--- src/ship_track_dead_reckoning_macros.svh ---
// assertion macros for the dead reckoning track table
`ifndef SHIP_TRACK_DEAD_RECKONING_MACROS_SVH
`define SHIP_TRACK_DEAD_RECKONING_MACROS_SVH
`ifndef SYNTHESIS
`define STDR_ASSERT_IMP(lbl, ck, rn, ante, cons) \
    lbl: assert property (@(posedge ck) disable iff (!rn) (ante) |-> (cons)) \
        else $error("same-cycle check failed");
`define STDR_ASSERT_NXT(lbl, ck, rn, ante, cons) \
    lbl: assert property (@(posedge ck) disable iff (!rn) (ante) |=> (cons)) \
        else $error("next-cycle check failed");
`else
`define STDR_ASSERT_IMP(lbl, ck, rn, ante, cons)
`define STDR_ASSERT_NXT(lbl, ck, rn, ante, cons)
`endif
`endif

--- src/stdr_pkg.sv ---
// shared types, constants and tables of the dead reckoning track table
package stdr_pkg;

    localparam int MAX_TRACKS_DEF = 256;

    localparam logic REQ_STORE = 1'b0;
    localparam logic REQ_READ  = 1'b1;

    localparam logic signed [33:0] CORDIC_X0 = 34'sd652032874;
    localparam logic [10:0] DIV_CONST = 11'd1000;
    localparam logic [48:0] DIV_BIAS = 49'd999;

    typedef struct packed {
        logic               req;
        logic               ok;
        logic [7:0]         idx;
        logic [31:0]        t;
        logic signed [31:0] east;
        logic signed [31:0] north;
        logic signed [15:0] speed;
        logic [15:0]        heading;
        logic signed [15:0] turn;
    } stdr_item_t;

    typedef struct packed {
        logic       valid;
        stdr_item_t item;
    } stdr_queue_t;

    typedef struct packed {
        logic pop;
        logic clearing;
    } stdr_back_ctl_t;

    typedef struct packed {
        logic signed [31:0] east;
        logic signed [31:0] north;
        logic signed [15:0] speed;
        logic [15:0]        heading;
        logic signed [15:0] turn;
        logic [31:0]        stamp;
    } stdr_entry_t;

    typedef enum logic [3:0] {
        ST_CLEAR,
        ST_IDLE,
        ST_DELTA,
        ST_MROT,
        ST_HGO,
        ST_HWAIT,
        ST_CGO,
        ST_CWAIT,
        ST_MP,
        ST_PSAVE,
        ST_MEH,
        ST_MEL,
        ST_ADD,
        ST_EGO,
        ST_EWAIT,
        ST_OUT
    } stdr_state_t;

    function automatic logic [33:0] atan_val(input logic [3:0] i);
        logic [33:0] v;
        case (i)
            4'd0:    v = 34'd536870912;
            4'd1:    v = 34'd316933406;
            4'd2:    v = 34'd167458907;
            4'd3:    v = 34'd85004756;
            4'd4:    v = 34'd42667331;
            4'd5:    v = 34'd21354465;
            4'd6:    v = 34'd10679838;
            4'd7:    v = 34'd5340245;
            4'd8:    v = 34'd2670163;
            4'd9:    v = 34'd1335087;
            4'd10:   v = 34'd667544;
            4'd11:   v = 34'd333772;
            4'd12:   v = 34'd166886;
            4'd13:   v = 34'd83443;
            4'd14:   v = 34'd41722;
            4'd15:   v = 34'd20861;
            default: v = 34'd0;
        endcase
        return v;
    endfunction

endpackage

--- src/stdr_front.sv ---
// front end: accepts beats, checks the index, holds the count register and a short queue
module stdr_front #(
    parameter int MAX_TRACKS = stdr_pkg::MAX_TRACKS_DEF
) (
    input  logic                   clk,
    input  logic                   rst_n,
    input  logic                   in_valid,
    output logic                   in_stall,
    input  stdr_pkg::stdr_item_t   in_item,
    input  logic                   cfg_valid,
    output logic                   cfg_ready,
    input  logic [8:0]             cfg_data,
    output stdr_pkg::stdr_queue_t  q,
    input  stdr_pkg::stdr_back_ctl_t ctl
);
    import stdr_pkg::*;

    logic [8:0]  count_reg;
    stdr_item_t  fifo_reg [2];
    logic        wr_ptr_reg, rd_ptr_reg;
    logic [1:0]  fill_reg, fill_next;
    logic        push;
    logic        pop;
    stdr_item_t  wr_item;

    assign cfg_ready = 1'b1;
    assign in_stall = (fill_reg == 2'd2) || ctl.clearing;
    assign push = in_valid && !in_stall;
    assign pop = ctl.pop && (fill_reg != 2'd0);

    always_comb
    begin
        wr_item = in_item;
        wr_item.ok = ({1'b0, in_item.idx} < count_reg)
                     && (32'(in_item.idx) < 32'(MAX_TRACKS));
        fill_next = fill_reg + 2'(push) - 2'(pop);
    end

    always_ff @(posedge clk or negedge rst_n)
    begin
        if (!rst_n)
        begin
            count_reg <= '0;
            wr_ptr_reg <= 1'b0;
            rd_ptr_reg <= 1'b0;
            fill_reg <= '0;
        end
        else
        begin
            if (cfg_valid && cfg_ready)
                count_reg <= cfg_data;
            if (push)
                wr_ptr_reg <= !wr_ptr_reg;
            if (pop)
                rd_ptr_reg <= !rd_ptr_reg;
            fill_reg <= fill_next;
        end
    end

    always_ff @(posedge clk)
    begin
        if (push)
            fifo_reg[wr_ptr_reg] <= wr_item;
    end

    assign q.valid = (fill_reg != 2'd0);
    assign q.item = fifo_reg[rd_ptr_reg];

endmodule

--- config.mk ---
export PLATFORM = sky130hd
export DESIGN_NAME = stdr_front
export DESIGN_NICKNAME = d
export VERILOG_FILES = /design/src/ship_track_dead_reckoning_macros.svh /design/src/stdr_pkg.sv /design/src/stdr_front.sv
export SDC_FILE = /design/constraint.sdc
export NUM_CORES = 1
export LEC_CHECK = 0
export BUFFER_PORTS_ARGS = -buffer_cell sky130_fd_sc_hd__clkbuf_2
export CORE_UTILIZATION = 35
export DETAILED_ROUTE_END_ITERATION = 7
export GPL_TIMING_DRIVEN = 0
export SYNTH_ARGS = -nofsm -noshare
export SYNTH_HDL_FRONTEND = slang
export SYNTH_SLANG_ARGS = --single-unit
--- constraint.sdc ---
create_clock -name clk -period 19.15 [get_ports clk]
set_input_delay 0 -clock clk [delete_from_list [all_inputs] [get_ports clk]]
set_output_delay 0 -clock clk [all_outputs]
set_load 0.02 [all_outputs]
-- Word level (Yosys, flattened, before mapping)
Memory sizes are Yosys's and may differ from the RTL's.
Index checks and enable logic that the tools add are counted.
- register bits after elaboration: 13
- RAM bits: 308
- input port bits: 169
- output and inout port bits: 157
- memories: 1
- memories (name ; depth ; width ; read ports ; clocked after memory_dff ; write ports ; RTL line ; source):
    fifo_reg ; 2 ; 154 ; 1 ; 0 ; 1 ; stdr_front.sv:19 ; stdr_item_t fifo_reg [2];
- add/sub/neg operators: 2
- order comparisons: 1
- equality and inequality tests: 1
- mux-type cells: 2
- reductions and logical operators: 7
- operators with widths (operator ; number):
    $lt 8x9->1 ; 1
    $logic_not 1->1 ; 3
    $add 2x1->2 ; 1
    $eq 2x2->1 const B ; 1
    $logic_and 1x1->1 ; 2
    $mux 1 ; 2
    $reduce_bool 2->1 ; 1
    $sub 2x1->2 ; 1
    $logic_or 1x1->1 ; 1

-- Longest topological paths before layout
Gate-level depths: netlist (run 1).
- depth after elaboration: 6
- gate-level depth with buffers: 7
- gate-level depth less buffers: 7

-- Worst setup path after synthesis (run 1)
Ideal clock, no wire load.
- path type: flip-flop to flip-flop
- from: register fill_reg[0]
- to: memory fifo_reg[0][0] (netlist name), enable pin
- library setup time: 670 ps
- arrival: 7137 ps
- data required time: 18480 ps
- path slack: 11344 ps
- stages on the path, launching flop included: 4
- period minus slack after synthesis: 7806 ps
- path through: dfrtp_1 > inv_1 > a211o_1 > nor2_1
- cells in the longest elaborated chain, start to end: 6
- ends and longest elaborated chain (what ; RTL line ; source):
    from (decl) ; stdr_front.sv:21 ; logic [1:0] fill_reg, fill_next;
    from (signal assigned) ; stdr_front.sv:56 ; fill_reg <= fill_next;
    $eq 2x2->1 ; stdr_front.sv:27 ; assign in_stall = (fill_reg == 2'd2) || ctl.clearing;
    $logic_or 1x1->1 ; stdr_front.sv:27 ;
    $logic_not 1->1 ; stdr_front.sv:28 ; assign push = in_valid && !in_stall;
    $logic_and 1x1->1 ; stdr_front.sv:28 ;
    $mux 1 ; stdr_front.sv:62 ; if (push)
    $mux 1 (implied by the code) ; stdr_front.sv:63 ; fifo_reg[wr_ptr_reg] <= wr_item;
    to (decl) ; stdr_front.sv:19 ;
No other way between the ends.

-- Final worst setup path (run 1)
- from: register fill_reg[0]
- to: memory fifo_reg[0][111] (netlist name), enable pin
The elaborated chain is that of the path after synthesis.

==> run summary, run 1 <==
DR DRC count -> 0
Maximum number of pins on one net before global-route repair -> 30
Post-Synth Simple-Gate Area -> 0.00640
Setup TNS -> 0 ns
GP Congestion -> 0.715
# nets final -> 1276
Chip width -> 187 um
Cell Area, Synth -> 11900 um2
Number of flip-flops in the largest register -> 308
CP Data Required Time -> 19.33 ns
Synth Flop Type -> edfxtp_1
Sw power -> 675 uW
CP Capture Type -> flop
Full die area -> 34800 um2
Remaining antenna violation count -> 0
Drt wl/cell -> 16.0 um
Layout Utilization -> 0.514
Crit-path cells -> inv_1, a211o_1, nor2_4, buf_12, buf_12, buf_12
Max-Cap Viols -> 0
Synth Net Count -> 732
Initial core utilization -> 0.355
Initial antenna violation count -> 1
Root Driver -> clkbuf_16
Compound-Gate Fraction of Synth Area -> 0.00735
Fmax -> 408 MHz
Most frequent cells in the layout -> clkbuf_2, edfxtp_1, dlygate4sd3_1
Slew Viols, Final -> 0
RSZ-0062 raised after global routing -> no
Hold path start -> cfg_valid
Total gr overflow -> 0
Synth Area in XOR/XNOR -> 0.00294
Worst-path clk slew -> 0.06 ns
Final setup fails -> 0
DP Cell Count -> 1336
Vias in the first global route -> 7263
Max stage delay on crit path -> 0.58 ns
GRT Total Usage -> 0.143
Switch share -> 0.299
Hold EP -> count_reg[4]$_DFFE_PN0P_
Reg2Reg Depth -> 6
Hpwl dp -> 16400 um
Clk_skew -> 0.0183 ns
Adder-cell area share of the yosys netlist -> 0.00945
YS warnings -> 0
Worst Hold Depth -> 3
Comb pwr share -> 0.315
Slew headroom -> 0.521
Clock Power Share -> 0.292
Port buffer count -> 322
Number of synthesized flops with an enable pin -> 308
Hold Path Class -> input port to flop
Peak supply drop -> 62.9 uV
Iteration count of the initial detailed-routing pass -> 4
CTS max path bufs -> 3
Core Area -> 33500 um2
Clock latency on the worst-skew pair -> 0.50 ns
Largest family of logic cells by synthesized area -> multiplexers
Routed vias -> 6903
CP max-delay cell -> nor2_4
Internal -> 1580 uW
Reg-to-reg startpoint -> fill_reg[0]$_DFF_PN0_
Worst R2R End -> fifo_reg[0][111]$_DFFE_PP_
CTS tree -> done
Top-Level Pins -> 326
Non-Filler Instances -> 1571
Yosys reg bits -> 321
PD cells -> 131 nW/um2
Post-synthesis cell type count -> 25
DRT iter0 DRCs -> 332
CP Max Fanout -> 29
Leakage Power -> 0.00661 uW
CTS buffer count -> 35
Global-route wire length before repair -> 39000 um
Post-synthesis mux area share -> 0.147
Seq pwr share -> 0.393
Die height -> 187 um
CTS sink cnt -> 321
Slew at the pin closest to its max-slew limit -> 0.717 ns
Syn avg cell area -> 21.5 um2
Fin. Hold Viols -> 0
Layout fillers -> 2790
Row count -> 67
Post-layout minimum cycle time -> 2.45 ns
Seq/Total Area, Yosys -> 0.803
Area Growth Syn to Fin -> 44.7%
Layout cells sized above 1 -> 0.497
Status -> completed
Power Total -> 2260 uW
Routed wire length -> 25100 um
H-Tree Level Count -> 2
Dpl cell area -> 14400 um2
Critical Path Source Type -> flop
CP most frequent cell -> buf_12
Post-Layout Inst Area -> 17200 um2
Synth async-reset ratio -> 0.0405
Most common cell after layout, fill and taps aside -> clkbuf_2
Drt via density -> 4.39
WS Path Type -> flop to flop
Critical Path AT -> 2.63 ns
R2r setup slk -> 16.70 ns
Mapped Cells -> 554
Crit share post-route -> 0.128
## worst max-delay path, delay by kind of cell, from the launching register on
| family | cells | cell delay [ns] |
|---|---|---|
| and+or+nand+nor | 1 | 0.58 |
| DFF | 1 | 0.37 |
| buffers and inverters | 4 | 0.75 |
| AOI/OAI and AO/OA | 1 | 0.39 |
## timing repair
| item | in CTS | in global routing |
|---|---|---|
| hold buffers | 173 | 0 |
| gates resized for setup | 0 | 0 |
| setup endpoints to repair | 0 | 0 |
| hold endpoints to repair | 330 | 0 |
| buffers inserted | 0 | 0 |
## power by group through the flow
stage	sequential [uW]	combinational, uW	clock (uW)
global placement	938	667	0
detailed placement	902	694	0
global route	895	758	700
finish	887	712	658
CTS	888	726	678
floorplan	920	456	0
## routing by layer
layer | vias to the layer above | share of wire | global-route usage
li1 | 3265 | - | -
met1 | 3359 | 0.41 | 0.170
met2 | 223 | 0.50 | 0.247
met3 | 56 | 0.058 | 0.0350
met4 | 0 | 0.036 | 0.0577
met5 | - | 0 | 0
## synthesized netlist by cell type (all sizes together) (3+ instances only)
| cell | count | share of area |
|---|---|---|
| mux2 | 156 | 0.15 |
| nand2 | 9 | 0.0028 |
| nor2 | 4 | 0.0013 |
| edfxtp | 308 | 0.78 |
| dfrtp | 13 | 0.027 |
| clkbuf | 11 | 0.012 |
| ha | 9 | 0.0094 |
| inv | 11 | 0.0035 |
| o21ai | 8 | 0.0034 |
| buf | 9 | 0.0077 |
| a21oi | 3 | 0.0013 |
| xnor2 | 3 | 0.0022 |
## through the flow
stage	worst slack [ns]	hold WS [ns]
floorplan	11.34	-0.296
global placement	7.02	-0.0816
detailed placement	16.66	-0.0802
CTS	16.64	0.000323
global route	16.54	0.0724
finish	16.70	0.0442
## cells by family (layout without fill, tap and decap cells)
group           Yosys count  after routing
mux                     156            156
flops                   321            321
xor+xnor                  4              4
simple gates             17             17
fa+ha+maj                 9              9
buf+inv                  31            599
compound gates           15             15
other cells               1              2
## area by class of cell
class                           instances  area, um2  area share
Inverter                               11       41.3     0.00239
Timing Repair Buffer                  507       3610       0.210
Clock buffer                           48        997      0.0578
Buffer                                 20        233      0.0135
Tap cell                              448        561      0.0325
Multi-Input combinational cell        202       2090       0.121
Sequential cell                       321       9570       0.555
Clock inverter                         13        138     0.00798
Antenna cell                            1       2.50    0.000145
## how the worst max path moves through the flow
| stage | cells after the start | startpoint | slack (ns) | to |
|---|---|---|---|---|
| after floorplan | 3 | fill_reg[0]$_DFF_PN0_ | 11.34 | fifo_reg[0][0]$_DFFE_PP_ |
| after global placement | 3 | fill_reg[0]$_DFF_PN0_ | 7.02 | fifo_reg[1][118]$_DFFE_PP_ |
| after detailed placement | 6 | fill_reg[0]$_DFF_PN0_ | 16.66 | fifo_reg[0][105]$_DFFE_PP_ |
| after CTS | 6 | fill_reg[0]$_DFF_PN0_ | 16.64 | fifo_reg[0][153]$_DFFE_PP_ |
| after global routing | 6 | fill_reg[0]$_DFF_PN0_ | 16.54 | fifo_reg[0][56]$_DFFE_PP_ |
| final | 6 | fill_reg[0]$_DFF_PN0_ | 16.70 | fifo_reg[0][111]$_DFFE_PP_ |
Note: power is estimated with default switching activity, not from simulation.
==> run 2: changes to the inputs <==
Clock period 19.15 ns to 2.1 ns, I/O delays scaled along.
==> run 2 against run 1 <==
Core utilization decreased by 0.19 points. Hold slack gained 0.022 ns. Design area decreased by 0.38%. Critical endpoint is now fifo_reg[0][139]$_DFFE_PP_. Power rose to 9.0 times the previous value.
==> run summary, run 2 (synthesized netlist as in run 1, its figures left out) <==
Slew Viols, Final -> 0
Row count -> 67
Max stage delay on crit path -> 0.43 ns
Max-Cap Viols -> 0
Fin. Hold Viols -> 0
Metal2 WL -> 12900 um
Hpwl dp -> 16700 um
Top-Level Pins -> 326
H-Tree Level Count -> 2
Hold Path Class -> input port to flop
DP Cell Count -> 1336
Setup TNS -> 0 ns
R2r setup slk -> 0.19 ns
Drt wl/cell -> 16.4 um
Reg-to-reg startpoint -> fill_reg[1]$_DFF_PN0_
Worst R2R End -> fifo_reg[0][139]$_DFFE_PP_
Die height -> 187 um
CP Data Required Time -> 2.30 ns
Crit path launch -> fill_reg[1]$_DFF_PN0_
Critical Path AT -> 2.11 ns
Crit. path cell count -> 5
Routed vias -> 6915
CTS resizes -> 0
Antenna cell count -> 0
Fmax -> 524 MHz
CTS sink cnt -> 321
Layout cells sized above 1 -> 0.498
Iteration count of the initial detailed-routing pass -> 4
CP Max Fanout -> 21
M1 wire length -> 10200 um
Initial core utilization -> 0.355
Most common cell after layout, fill and taps aside -> clkbuf_2
Root Driver -> clkbuf_16
Leakage Power -> 0.00659 uW
# nets final -> 1280
Global-route wire length before repair -> 40600 um
Number of flip-flops in the largest register -> 308
CP most frequent cell -> buf_12
Vias in the first global route -> 7410
Critical Path Source Type -> flop
Post-Layout Inst Area -> 17200 um2
CP max-delay cell -> dfrtp_1
DR DRC count -> 0
GP Congestion -> 0.744
Port buffer count -> 322
Met3 Wirelength -> 1880 um
GRT Total Usage -> 0.149
Routed wire length -> 25800 um
Initial antenna violation count -> 0
Full die area -> 34800 um2
Cell family with most CP delay -> buffers and inverters
Crit share post-route -> 0.910
Non-Filler Instances -> 1573
Worst Path Buf+Inv -> 3
Worst Setup EP -> fifo_reg[0][139]$_DFFE_PP_
Clock latency on the worst-skew pair -> 0.50 ns
Peak supply drop -> 669 uV
Worst Setup Slack, final -> 0.190 ns
CTS tree -> done
Total gr overflow -> 0
Status -> completed
Dpl ws -> -0.216 ns
Dpl cell area -> 14400 um2
Crit-path cells -> a211o_4, nor2_4, buf_12, buf_12, buf_16
Max Used Layer -> met4
Most frequent cells in the layout -> clkbuf_2, edfxtp_1, dlygate4sd3_1
DRT iter0 DRCs -> 296
Final setup fails -> 0
Remaining antenna violation count -> 0
CP Capture Type -> flop
PD cells -> 1180 nW/um2
RSZ-0062 raised after global routing -> no
Clk_skew -> 0.00790 ns
CTS max path bufs -> 3
Reg2Reg Depth -> 5
WS Path Type -> flop to flop
Hold path start -> cfg_valid
Maximum number of pins on one net before global-route repair -> 31
Post-layout minimum cycle time -> 1.91 ns
Area Growth Syn to Fin -> 44.1%
Chip width -> 187 um
CTS buffer count -> 35
Core Area -> 33500 um2
Slew headroom -> 0.621
Worst-path clk slew -> 0.06 ns
Drt via density -> 4.40
Slew at the pin closest to its max-slew limit -> 0.567 ns
Layout fillers -> 2828
Power Total -> 20200 uW
-- run 2: tightest hold or removal path: stages --
cell	delay, ns
clkbuf_1	0.17
buf_2	0.22
o21ai_0	0.14
-- run 2: layer usage --
layer,global-route usage,vias up
li1,-,3270
met1,0.178,3339
met2,0.256,253
met3,0.0408,53
met4,0.0558,0
met5,0,-
-- run 2: worst min-delay path by stage --
stage / endpoint / slack, ns / cells past startpoint
final: count_reg[6]$_DFFE_PN0P_ / 0.07 / 3
after global routing: count_reg[6]$_DFFE_PN0P_ / 0.09 / 3
after CTS: count_reg[6]$_DFFE_PN0P_ / 0.003 / 4
after detailed placement: count_reg[8]$_DFFE_PN0P_ / -0.09 / 1
after global placement: count_reg[8]$_DFFE_PN0P_ / -0.08 / 1
after floorplan: count_reg[0]$_DFFE_PN0P_ / -0.30 / 0
-- run 2: timing repair --
| action | in CTS | in global routing |
|---|---|---|
| buffers inserted | 4 | 0 |
| endpoints found under the hold margin | 330 | 0 |
| setup endpoints to repair | 148 | 0 |
| hold buffers | 173 | 0 |
-- run 2: layout make-up --
type,instances,area (um2),share of cell area
sequential,321,9570,0.557
timing repair buffer,511,3630,0.211
multi-input combinational,202,2100,0.122
clock buffer,47,963,0.0561
tap,448,561,0.0326
buffer,20,233,0.0135
clock inverter,13,85.1,0.00495
inverter,11,41.3,0.00240
-- run 2: stage by stage --
| stage | util | hold slack (ns) |
|---|---|---|
| floorplan | - | -0.296 |
| global placement | 0.421 | -0.0796 |
| detailed placement | 0.429 | -0.0872 |
| CTS | 0.512 | 0.00294 |
| global route | 0.512 | 0.0935 |
| finish | 0.512 | 0.0657 |
-- run 2: power by group --
group | leakage, uW | switching [uW] | internal, uW
Combinational | 0.00311 | 3650 | 2850
Sequential | 0.00297 | 183 | 7920
Clock | 0.000511 | 2310 | 3330
==> run 3: changes to the inputs <==
Settings changed: CORE_MARGIN set to 8.
==> run 3 against run 2 <==
Die area grew 16%. Critical endpoint is now fifo_reg[1][140]$_DFFE_PP_. Sequential share of layout area shrank 0.23 points. Final cell count grew 0.13%. Power grew 1.8%. Combinational power grew 2%.
==> run summary, run 3 (synthesized netlist as in run 1, its figures left out) <==
Post-layout minimum cycle time -> 1.96 ns
Hold Worst Slack -> 0.0440 ns
Routed wire length -> 28000 um
Port buffer count -> 322
GRT Max-Usage Layer -> met2
# nets final -> 1280
Total gr overflow -> 0
Chip width -> 201 um
Worst R2R End -> fifo_reg[1][140]$_DFFE_PP_
PD cells -> 1190 nW/um2
Routing usage on met3 -> 0.0466
Fin. Hold Viols -> 0
Slew at the pin closest to its max-slew limit -> 0.594 ns
Clk_skew -> 0.0106 ns
GRT Total Usage -> 0.137
Max-Cap Viols -> 0
Layout fillers -> 2812
CP Capture Type -> flop
CTS buffer count -> 35
Global-route wire length before repair -> 43600 um
DR DRC count -> 0
CP max-delay cell -> a211o_4
R2r setup slk -> 0.14 ns
Maximum number of pins on one net before global-route repair -> 33
CTS resizes -> 0
Die height -> 201 um
Status -> completed
CTS tree -> done
M2 GR Usage -> 0.243
Hold Path Class -> input port to flop
Vias in the first global route -> 7667
Initial core utilization -> 0.355
CTS sink cnt -> 321
CTS max path bufs -> 3
Slew headroom -> 0.603
Hpwl dp -> 19700 um
Core Area -> 33500 um2
Layout Utilization -> 0.515
H-Tree Level Count -> 2
CP most frequent cell -> buf_12
Row count -> 67
Critical Path AT -> 2.16 ns
Worst Setup EP -> fifo_reg[1][140]$_DFFE_PP_
Critical Path Source Type -> flop
Crit-path cells -> inv_1, a211o_4, nor2_4, buf_12, buf_12, buf_12
Worst-path clk slew -> 0.06 ns
Clock latency on the worst-skew pair -> 0.51 ns
Drt wl/cell -> 17.8 um
Reg2Reg Depth -> 6
CP Max Fanout -> 32
Final setup fails -> 0
Top-Level Pins -> 326
Slew Viols, Final -> 0
Remaining antenna violation count -> 0
Crit share post-route -> 0.935
CP Data Required Time -> 2.30 ns
Area Growth Syn to Fin -> 44.7%
Most frequent cells in the layout -> clkbuf_2, edfxtp_1, dlygate4sd3_1
GR Util met1 -> 0.151
Initial antenna violation count -> 3
Peak supply drop -> 668 uV
Most common cell after layout, fill and taps aside -> clkbuf_2
Full die area -> 40200 um2
Leakage Power -> 0.00662 uW
Reg-to-reg startpoint -> fill_reg[0]$_DFF_PN0_
Root Driver -> clkbuf_16
Fmax -> 509 MHz
Routed vias -> 6910
Drt via density -> 4.39
GP Congestion -> 0.727
Power Total -> 20600 uW
Worst Hold Depth -> 4
WS Path Type -> flop to flop
Max stage delay on crit path -> 0.39 ns
Dpl ws -> -0.381 ns
Iteration count of the initial detailed-routing pass -> 4
Layout cells sized above 1 -> 0.497
Worst Setup Slack, final -> 0.136 ns
RSZ-0062 raised after global routing -> no
Number of flip-flops in the largest register -> 308
Crit path launch -> fill_reg[0]$_DFF_PN0_
DRT iter0 DRCs -> 212
run 3: worst max-delay path, delay by kind of cell, from the launching register on:
family	cells	cell delay, ns
AO/OA/AOI/OAI	1	0.39
buffers and inverters	4	0.70
flip-flops	1	0.37
AND/OR/NAND/NOR	1	0.15
run 3: per-stage QoR:
step / cell area, um2 / TNS, ns / cells
after floorplan: 11900 / -424.20 / 554
after global placement: 14100 / -887.99 / 1324
after detailed placement: 14400 / -48.85 / 1336
after CTS: 17300 / 0 / 1574
after global routing: 17300 / 0 / 1575
final: 17300 / 0 / 1575
run 3: worst min-delay path by stage:
stage | from | endpoint | slack (ns)
2_1_floorplan | rst_n | count_reg[0]$_DFFE_PN0P_ | -0.30
3_3_place_gp | rst_n | fill_reg[0]$_DFF_PN0_ | -0.09
3_5_place_dp | rst_n | fill_reg[0]$_DFF_PN0_ | -0.08
4_1_cts | cfg_valid | count_reg[6]$_DFFE_PN0P_ | 0.002
5_1_grt | cfg_valid | count_reg[1]$_DFFE_PN0P_ | 0.07
6_report | cfg_valid | count_reg[6]$_DFFE_PN0P_ | 0.04
run 3: routing by layer:
metal,vias up,part of all wire
met2,228,0.51
met3,52,0.072
met5,-,0.00079
met1,3353,0.39
li1,3273,-
met4,4,0.026
run 3: final cells by class:
| class | count | area [um2] | area share |
|---|---|---|---|
| clock buffers | 51 | 978 | 0.0567 |
| repair buffers | 510 | 3640 | 0.211 |
| flip-flops and latches | 321 | 9570 | 0.555 |
| plain buffers | 20 | 233 | 0.0135 |
| diodes | 1 | 2.50 | 0.000145 |
| well taps | 448 | 561 | 0.0325 |
| clock inverters | 10 | 125 | 0.00725 |
| multi-input cells | 203 | 2100 | 0.122 |
| inverters | 11 | 41.3 | 0.00239 |
run 3: timing repair:
item,4_1_cts,5_1_grt
endpoints found under the hold margin,330,0
endpoints found under the setup margin,213,0
buffers inserted,3,0
hold buffers,173,0
run 3: report_power, final:
part | switching [uW] | internal, uW | total, uW
Combinational | 3760 | 2860 | 6610
Clock | 2300 | 3600 | 5890
Sequential | 176 | 7920 | 8100
Total | 6230 | 14400 | 20600
